[config.mk]
export PLATFORM = sky130hd
export DESIGN_NAME = ring_fifo_with_position_search_unit_flat
export DESIGN_NICKNAME = d
export VERILOG_FILES = /design/src/design/rfps_pkg.sv /design/src/design/rfps_chan_if.sv /design/src/design/rfps_mem.sv /design/src/design/rfps_ctrl.sv /design/src/design/ring_fifo_with_position_search_unit.sv /design/src/flat_wrapper.sv
export SDC_FILE = /design/constraint.sdc
export NUM_CORES = 1
export LEC_CHECK = 0
export ABC_AREA = 1
export BUFFER_PORTS_ARGS = -buffer_cell sky130_fd_sc_hd__buf_4
export CAP_MARGIN = 10
export CORE_UTILIZATION = 35
export CTS_CLUSTER_DIAMETER = 200
export DETAILED_ROUTE_END_ITERATION = 7
export SETUP_SLACK_MARGIN = 0.15
export SLEW_MARGIN = 10
export SYNTH_ARGS = -nofsm -noshare
export SYNTH_HDL_FRONTEND = slang
export SYNTH_SLANG_ARGS = --single-unit
[constraint.sdc]
create_clock -name clk -period 3.4 [get_ports clk]
set_input_delay 0.17 -clock clk [delete_from_list [all_inputs] [get_ports clk]]
set_output_delay 0.17 -clock clk [all_outputs]
set_load 0.03 [all_outputs]
[src/design/rfps_pkg.sv]
package rfps_pkg;

	// field widths of one request and one result
	localparam int NUM_W = 16;
	localparam int STA_W = 8;
	localparam int POS_W = 5;

	// operation codes
	typedef enum logic [1:0] {
		OP_ENQ  = 2'd0,
		OP_DEQ  = 2'd1,
		OP_PEEK = 2'd2,
		OP_FIND = 2'd3
	} op_t;

	// one stored entry: status above number
	typedef struct packed {
		logic [STA_W-1:0] status;
		logic [NUM_W-1:0] number;
	} entry_t;

	// request payload
	typedef struct packed {
		op_t              operation;
		logic [NUM_W-1:0] token_number;
		logic [STA_W-1:0] token_status;
	} req_t;

	// result payload
	typedef struct packed {
		logic             ok;
		logic [NUM_W-1:0] out_number;
		logic [STA_W-1:0] out_status;
		logic [POS_W-1:0] position;
		logic [POS_W-1:0] fill_level;
		logic             is_empty;
		logic             is_full;
	} rsp_t;

endpackage

[src/design/rfps_chan_if.sv]
interface rfps_chan_if #(
	parameter type payload_t = logic
) ();

	logic     valid;
	logic     ready;
	payload_t data;

	modport source (output valid, output data, input ready);
	modport sink (input valid, input data, output ready);

endinterface

[src/design/rfps_mem.sv]
module rfps_mem #(
	parameter int DEPTH = 16
) (
	input  logic                     clk,
	input  logic                     we,
	input  logic [$clog2(DEPTH)-1:0] waddr,
	input  rfps_pkg::entry_t         wdata,
	input  logic [$clog2(DEPTH)-1:0] raddr,
	output rfps_pkg::entry_t         rdata
);

	rfps_pkg::entry_t mem_q [DEPTH];
	rfps_pkg::entry_t rdata_q;

	// one write port, one registered read port
	always_ff @(posedge clk) begin
		if (we) begin
			mem_q[waddr] <= wdata;
		end
		rdata_q <= mem_q[raddr];
	end

	assign rdata = rdata_q;

endmodule

[src/design/rfps_ctrl.sv]
module rfps_ctrl #(
	parameter int DEPTH = 16
) (
	input  logic                     clk,
	input  logic                     arst_n,
	rfps_chan_if.sink                req,
	rfps_chan_if.source              rsp,
	output logic                     mem_we,
	output logic [$clog2(DEPTH)-1:0] mem_waddr,
	output rfps_pkg::entry_t         mem_wdata,
	output logic [$clog2(DEPTH)-1:0] mem_raddr,
	input  rfps_pkg::entry_t         mem_rdata
);

	localparam int IDX_W = $clog2(DEPTH);
	localparam int CNT_W = $clog2(DEPTH + 1);
	localparam int EXT_W = (CNT_W > rfps_pkg::POS_W) ? CNT_W : rfps_pkg::POS_W;

	typedef enum logic [1:0] {
		ST_IDLE,
		ST_READ,
		ST_SCAN,
		ST_PUSH
	} state_t;

	state_t                      state_q;
	logic [IDX_W-1:0]            head_q;
	logic [IDX_W-1:0]            tail_q;
	logic [CNT_W-1:0]            count_q;
	logic [rfps_pkg::NUM_W-1:0]  key_q;
	logic [IDX_W-1:0]            scan_idx_q;
	logic [CNT_W-1:0]            checked_q;
	logic                        ok_q;
	logic [rfps_pkg::NUM_W-1:0]  num_q;
	logic [rfps_pkg::STA_W-1:0]  sta_q;
	logic [rfps_pkg::POS_W-1:0]  pos_q;
	logic                        rsp_valid_q;
	rfps_pkg::rsp_t              rsp_data_q;

	logic             req_fire;
	logic             full;
	logic             empty;
	logic             slot_free;
	logic             match;
	logic [IDX_W-1:0] head_next;
	logic [IDX_W-1:0] tail_next;

	// ring increment that wraps at the depth
	function automatic logic [IDX_W-1:0] next_slot(input logic [IDX_W-1:0] i);
		return (i == IDX_W'(DEPTH - 1)) ? '0 : i + 1'b1;
	endfunction

	// count to the 5-bit result field, upper bits dropped
	function automatic logic [rfps_pkg::POS_W-1:0] to_field(input logic [CNT_W-1:0] v);
		logic [EXT_W-1:0] w;
		w = EXT_W'(v);
		return w[rfps_pkg::POS_W-1:0];
	endfunction

	// handshake and status
	assign req.ready = (state_q == ST_IDLE);
	assign req_fire  = req.valid && req.ready;
	assign full      = (count_q == CNT_W'(DEPTH));
	assign empty     = (count_q == '0);
	assign slot_free = !rsp_valid_q || rsp.ready;
	assign head_next = next_slot(head_q);
	assign tail_next = next_slot(tail_q);

	// enqueue writes straight into the next tail slot
	assign mem_we           = req_fire && (req.data.operation == rfps_pkg::OP_ENQ) && !full;
	assign mem_waddr        = tail_next;
	assign mem_wdata.number = req.data.token_number;
	assign mem_wdata.status = req.data.token_status;

	// head read on acceptance, walking pointer while searching
	assign mem_raddr = (state_q == ST_SCAN) ? scan_idx_q : head_q;
	assign match     = (mem_rdata.number == key_q);

	assign rsp.valid = rsp_valid_q;
	assign rsp.data  = rsp_data_q;

	// sequencer, pointers and output register
	always_ff @(posedge clk or negedge arst_n) begin
		if (!arst_n) begin
			state_q     <= ST_IDLE;
			head_q      <= '0;
			tail_q      <= IDX_W'(DEPTH - 1);
			count_q     <= '0;
			key_q       <= '0;
			scan_idx_q  <= '0;
			checked_q   <= '0;
			ok_q        <= 1'b0;
			num_q       <= '0;
			sta_q       <= '0;
			pos_q       <= '0;
			rsp_valid_q <= 1'b0;
			rsp_data_q  <= '0;
		end else begin
			// the push state loads the output register itself
			if (rsp_valid_q && rsp.ready && (state_q != ST_PUSH)) begin
				rsp_valid_q <= 1'b0;
			end
			unique case (state_q)
				ST_IDLE: begin
					if (req_fire) begin
						num_q <= '0;
						sta_q <= '0;
						pos_q <= '0;
						key_q <= req.data.token_number;
						case (req.data.operation) inside
							rfps_pkg::OP_ENQ: begin
								ok_q    <= !full;
								state_q <= ST_PUSH;
								if (!full) begin
									tail_q  <= tail_next;
									count_q <= count_q + 1'b1;
								end
							end
							rfps_pkg::OP_DEQ, rfps_pkg::OP_PEEK: begin
								ok_q <= 1'b0;
								if (!empty) begin
									if (req.data.operation == rfps_pkg::OP_DEQ) begin
										head_q  <= head_next;
										count_q <= count_q - 1'b1;
									end
									state_q <= ST_READ;
								end else begin
									state_q <= ST_PUSH;
								end
							end
							default: begin
								ok_q <= 1'b0;
								if (!empty) begin
									scan_idx_q <= head_next;
									checked_q  <= '0;
									state_q    <= ST_SCAN;
								end else begin
									state_q <= ST_PUSH;
								end
							end
						endcase
					end
				end
				ST_READ: begin
					ok_q    <= 1'b1;
					num_q   <= mem_rdata.number;
					sta_q   <= mem_rdata.status;
					state_q <= ST_PUSH;
				end
				ST_SCAN: begin
					// one entry compared per cycle, next read already issued
					scan_idx_q <= next_slot(scan_idx_q);
					if (match) begin
						ok_q    <= 1'b1;
						pos_q   <= to_field(checked_q + 1'b1);
						state_q <= ST_PUSH;
					end else if (checked_q + 1'b1 == count_q) begin
						state_q <= ST_PUSH;
					end else begin
						checked_q <= checked_q + 1'b1;
					end
				end
				ST_PUSH: begin
					if (slot_free) begin
						rsp_valid_q           <= 1'b1;
						rsp_data_q.ok         <= ok_q;
						rsp_data_q.out_number <= num_q;
						rsp_data_q.out_status <= sta_q;
						rsp_data_q.position   <= pos_q;
						rsp_data_q.fill_level <= to_field(count_q);
						rsp_data_q.is_empty   <= empty;
						rsp_data_q.is_full    <= full;
						state_q               <= ST_IDLE;
					end
				end
				default: begin
					state_q <= ST_IDLE;
				end
			endcase
		end
	end

endmodule

[src/design/ring_fifo_with_position_search_unit.sv]
// Circular queue of up to DEPTH entries (16-bit number, 8-bit status) held in one
// synchronous memory with a single write and a single registered read port. One
// request is handled at a time and each gives exactly one result. Enqueue goes
// from acceptance straight to the push state, dequeue and peek pass first through
// one memory read of the head, and a find walks from the head, comparing one
// stored entry per cycle through the single read port, until a hit or the last
// live entry. The push state waits while the previous result is not yet taken. A
// finished result sits in an output register, so a new request can be accepted
// while the previous result still waits to be taken. No clearing pass is needed
// after reset: only slots that hold live entries are ever read.
module ring_fifo_with_position_search_unit #(
	parameter int DEPTH = 16
) (
	input  logic        clk,
	input  logic        arst_n,
	rfps_chan_if.sink   req,
	rfps_chan_if.source rsp
);

	localparam int IDX_W = $clog2(DEPTH);

	logic             mem_we;
	logic [IDX_W-1:0] mem_waddr;
	rfps_pkg::entry_t mem_wdata;
	logic [IDX_W-1:0] mem_raddr;
	rfps_pkg::entry_t mem_rdata;

	// sequencer with head, tail and count
	rfps_ctrl #(
		.DEPTH(DEPTH)
	) u_ctrl (
		.clk      (clk),
		.arst_n   (arst_n),
		.req      (req),
		.rsp      (rsp),
		.mem_we   (mem_we),
		.mem_waddr(mem_waddr),
		.mem_wdata(mem_wdata),
		.mem_raddr(mem_raddr),
		.mem_rdata(mem_rdata)
	);

	// entry store
	rfps_mem #(
		.DEPTH(DEPTH)
	) u_mem (
		.clk  (clk),
		.we   (mem_we),
		.waddr(mem_waddr),
		.wdata(mem_wdata),
		.raddr(mem_raddr),
		.rdata(mem_rdata)
	);

endmodule

[src/flat_wrapper.sv]
// flat-port wrapper written by rule: the top's interface ports become plain ports
module ring_fifo_with_position_search_unit_flat 
#(
	parameter int DEPTH = 16
)
  (clk, arst_n, req_valid, req_data, req_ready, rsp_valid, rsp_data, rsp_ready);
  rfps_chan_if #(.payload_t(rfps_pkg::req_t)) req_i ();
  rfps_chan_if #(.payload_t(rfps_pkg::rsp_t)) rsp_i ();
  input  logic clk;
  input  logic arst_n;
  input wire logic [$bits(req_i.valid)-1:0] req_valid;
  input wire logic [$bits(req_i.data)-1:0] req_data;
  output wire logic [$bits(req_i.ready)-1:0] req_ready;
  output wire logic [$bits(rsp_i.valid)-1:0] rsp_valid;
  output wire logic [$bits(rsp_i.data)-1:0] rsp_data;
  input wire logic [$bits(rsp_i.ready)-1:0] rsp_ready;
  assign req_i.valid = req_valid;
  assign req_i.data = req_data;
  assign req_ready = req_i.ready;
  assign rsp_valid = rsp_i.valid;
  assign rsp_data = rsp_i.data;
  assign rsp_i.ready = rsp_ready;
  ring_fifo_with_position_search_unit #(.DEPTH(DEPTH)) u_core (.clk(clk), .arst_n(arst_n), .req(req_i), .rsp(rsp_i));
endmodule
==> key figures <==
Pwr
  – Total chip power: 22.0 mW
  – Combinational share of power: 0.376
  – Sequential power share: 0.371
  – Worst vdd ir: 0.571 mV
  – Cell Pwr Density: between 800 and 900 nW/µm²
  – Sw Ratio: 0.385
  – P_sw: between 8 and 9 mW
  – Int Pwr: 13.5 mW
  – Clock Power Share: 0.252
  – Leakage: 9.29 nW

Timing
  – Crit path time final: about 2800 ps
  – Slew headroom: 0.390
  – Pins Over Slew Limit: 0
  – Final period util: 0.830
  – RSZ-0062 raised after global routing: no
  – Fin Hold WS: approximately 100 ps
  – Worst Max-Slew Pin Slew: 916 ps
  – Final setup skew: around 26 ps
  – Final Hold Vio Count: 0
  – Max frequency: 354 MHz
  – Final Setup Violations: 0
  – Final setup TNS: 0 ps

Clock tree
  – Root Buffer Master: clkbuf_16
  – H-tree depth: 2
  – Clk_lat worst skew: ~600 ps
  – CTS clock-pin slew for the worst setup and hold paths: 60 ps
  – Post-CTS Resized: 0
  – Cts hold-fix bufs: 27
  – CTS tree: done
  – Post-CTS setup buffer count: 0
  – # clock sinks: 516
  – Clock Path Buffers: 3
  – Total CTS buffers: 52

Min path
  – Hold Path Origin: req_valid
  – Hold endpoint: u_core.u_ctrl.tail_q[2]
  – Worst hold path type: in -> reg
  – WHS Path Cells: 5

Setup path
  – Arr. time, crit path: 3310 ps
  – Crit-path leading delay family: adder cells
  – CP Buf/Inv Count: 2
  – Setup CP Type: reg -> reg
  – Critical-path cell list: inv_1, ha_1, nand2_4, nand2_8, buf_4, a21oi_1, o21ai_1, o211ai_1, nand3_1, nand2_1
  – CP max-delay cell: ha_1
  – Flop2flop setup slack: 580 ps
  – Worst Path Max Fanout: 71
  – RR Endpoint: u_core.u_mem.rdata[16]
  – R2R cell count: 10
  – RR Startpoint: u_core.u_ctrl.state_q[0]
  – Largest stage delay, worst path: roughly 760 ps
  – CP endpoint kind: flip-flop
  – Startpoint types: flip-flop
  – CP Data Required Time: 3890 ps

Synth
  – EDFF count, synth: around 380
  – Library cells used by synthesis: 33
  – Gate Count Post-Synth: around 1,800
  – Synth Area per Inst: approximately 12 µm²
  – Synth warn: 0
  – Syn_nets: 1,860
  – Mapped cell area: 21,100 µm²
  – Register area share after synthesis: 0.697
  – Asr flop ratio synth: 0.209
  – Primary FF master, synth: edfxtp_1
  – Synth Register Bits: just over 500

GRT
  – Largest net degree at the start of global routing: 98
  – Grt ovf: 0
  – Antenna violations before repair: 1
  – Vias in the first global route: between 10,000 and 15,000
  – First-pass GRT wire length: 76,900 µm
  – Total GRT Usage: 0.164

Finish
  – Design Area, Final: 24,700 µm²
  – Fin util: 0.416
  – Layout cells sized above 1: 0.116
  – Area grow syn2layout: 16.9%
  – Final #Nets: 1,945

Routing
  – Final wirelength: 50,100 µm
  – Final ANT Viol Nets: 0
  – DR WL/cell: 18.5 µm
  – Routed vias/inst: 5.08
  – DRT iter0 DRCs: 1,114
  – Drt drc: 5
  – Detailed Routing Iterations Pass 1: 7
  – Via Count: ~14,000

Placed design
  – IO Port Bufs: between 60 and 70
  – Global placer's final weighted congestion: 0.811
  – Detailed placement HPWL: 27,800 µm
  – Placed cell area: 22,700 µm²

Run
  – Max-cap violations: 0

Die
  – Full die area: 61,300 µm²
  – Initial core utilization: 0.356
  – Row Count: 89
  – Die W: 248 µm
  – Ports: 69
  – Core ar.: between 50,000 and 60,000 µm²
  – Die height: around 250 µm

Run status
  – Failing checks: DRC
  – Outcome: finished with violations
## metrics by stage
step	cells	setup slack (ps)
after floorplan	1811	386
after global placement	2588	648
after detailed placement	2588	576
after CTS	2713	566
after global routing	2714	321
final	2714	578
## tightest hold or removal path, delay by kind of cell
family	cells	cell delay, ps
and+or+nand+nor	3	280
buffers and inverters	1	130
AOI/OAI and AO/OA	1	100
## worst max path at each step
stage                              from                   endpoint  slack (ps)  cells past startpoint
2_1_floorplan  u_core.u_ctrl.state_q[0]  u_core.u_mem.mem_q[12][0]         390                      8
5_1_grt        u_core.u_ctrl.state_q[0]     u_core.u_mem.rdata[16]         320                     10
3_5_place_dp   u_core.u_ctrl.state_q[0]      u_core.u_mem.rdata[9]         580                      8
3_3_place_gp   u_core.u_ctrl.state_q[0]      u_core.u_mem.rdata[9]         650                      8
4_1_cts        u_core.u_ctrl.state_q[0]      u_core.u_mem.rdata[9]         570                      8
6_report       u_core.u_ctrl.state_q[0]     u_core.u_mem.rdata[16]         580                     10
## layer usage
layer	part of all wire	global-route usage
met1	0.44	0.219
met2	0.47	0.271
met3	0.071	0.0354
met4	0.020	0.0429
met5	0	0
## Yosys cell counts, drive strengths merged (2+ instances only)
cell    count  share of area
o21ai     282          0.067
inv       188          0.034
nor2       66          0.012
xor2        5         0.0021
nand2     210          0.038
buf        57          0.015
edfxtp    384           0.55
dfxtp      24          0.023
a21oi     201          0.048
or2         2        0.00059
o211ai     97          0.034
dfrtp     104           0.12
nand3      96          0.023
nand4      10         0.0030
dfstp       4         0.0050
clkbuf     50         0.0091
ha         18          0.011
mux2        7         0.0037
## cells by family after synthesis
kind of cell / share of synthesized area
flip-flops: 0.697
adder cells (fa/ha/maj): 0.0116
AND/OR/NAND/NOR: 0.0772
XOR/XNOR: 0.00249
buffers and inverters: 0.0580
AO/OA/AOI/OAI: 0.149
multiplexers: 0.00421
## flip-flops by register name (all words and copies together) (netlist names)
name	flops
u_core.u_mem.mem_q	384
u_core.u_ctrl.head_q	4
u_core.u_ctrl.key_q	16
u_core.u_ctrl.sta_q	8
u_core.u_ctrl.state_q	2
u_core.u_mem.rdata	24
u_core.u_ctrl.pos_q	5
u_core.u_ctrl.rsp.valid	1
u_core.u_ctrl.tail_q	4
u_core.u_ctrl.num_q	16
u_core.u_ctrl.rsp.data	37
u_core.u_ctrl.scan_idx_q	4
u_core.u_ctrl.checked_q	5
u_core.u_ctrl.ok_q	1
u_core.u_ctrl.count_q	5
## power groups by stage
stage	logic, mW	registers, mW	clock network [mW]
floorplan	5.59	8.46	0
global placement	8.08	8.26	0
detailed placement	8.24	8.29	0
CTS	8.30	8.16	5.67
global route	9.30	8.26	5.90
finish	8.27	8.17	5.55
## cell type report
type / instances / area (µm²)
sequential: 516 / 14700
timing repair buffer: 138 / 1340
tap: 773 / 967
inverter: 189 / 712
multi-input combinational: 999 / 5280
clock buffer: 68 / 1430
fill: 5505 / 34700
clock inverter: 30 / 226
antenna: 1 / 2.50
## layout by cell type (no fill, tap or decap), types with 2 or more instances in the layout
cell type and count:
dfstp_2 4, dfxtp_1 24, clkbuf_1 11, clkinv_1 13, nor2_4 6, dfrtp_1 104
inv_1 186, nor2_2 10, clkinv_2 12, o21ai_0 195, bufinv_16 3, ha_1 18
clkbuf_16 54, nand2_4 2, nor2_1 50, o21ai_4 2, or2_2 2, xor2_1 5
nand4_1 10, buf_12 19, dlygate4sd3_1 27, edfxtp_1 384, o211ai_1 97, clkbuf_8 3
clkinvlp_4 2, buf_4 92, nand3_1 96, a21oi_1 201, o21ai_1 84, nand2_1 206
mux2_2 7
No activity file was read; power rests on OpenSTA's default activity.
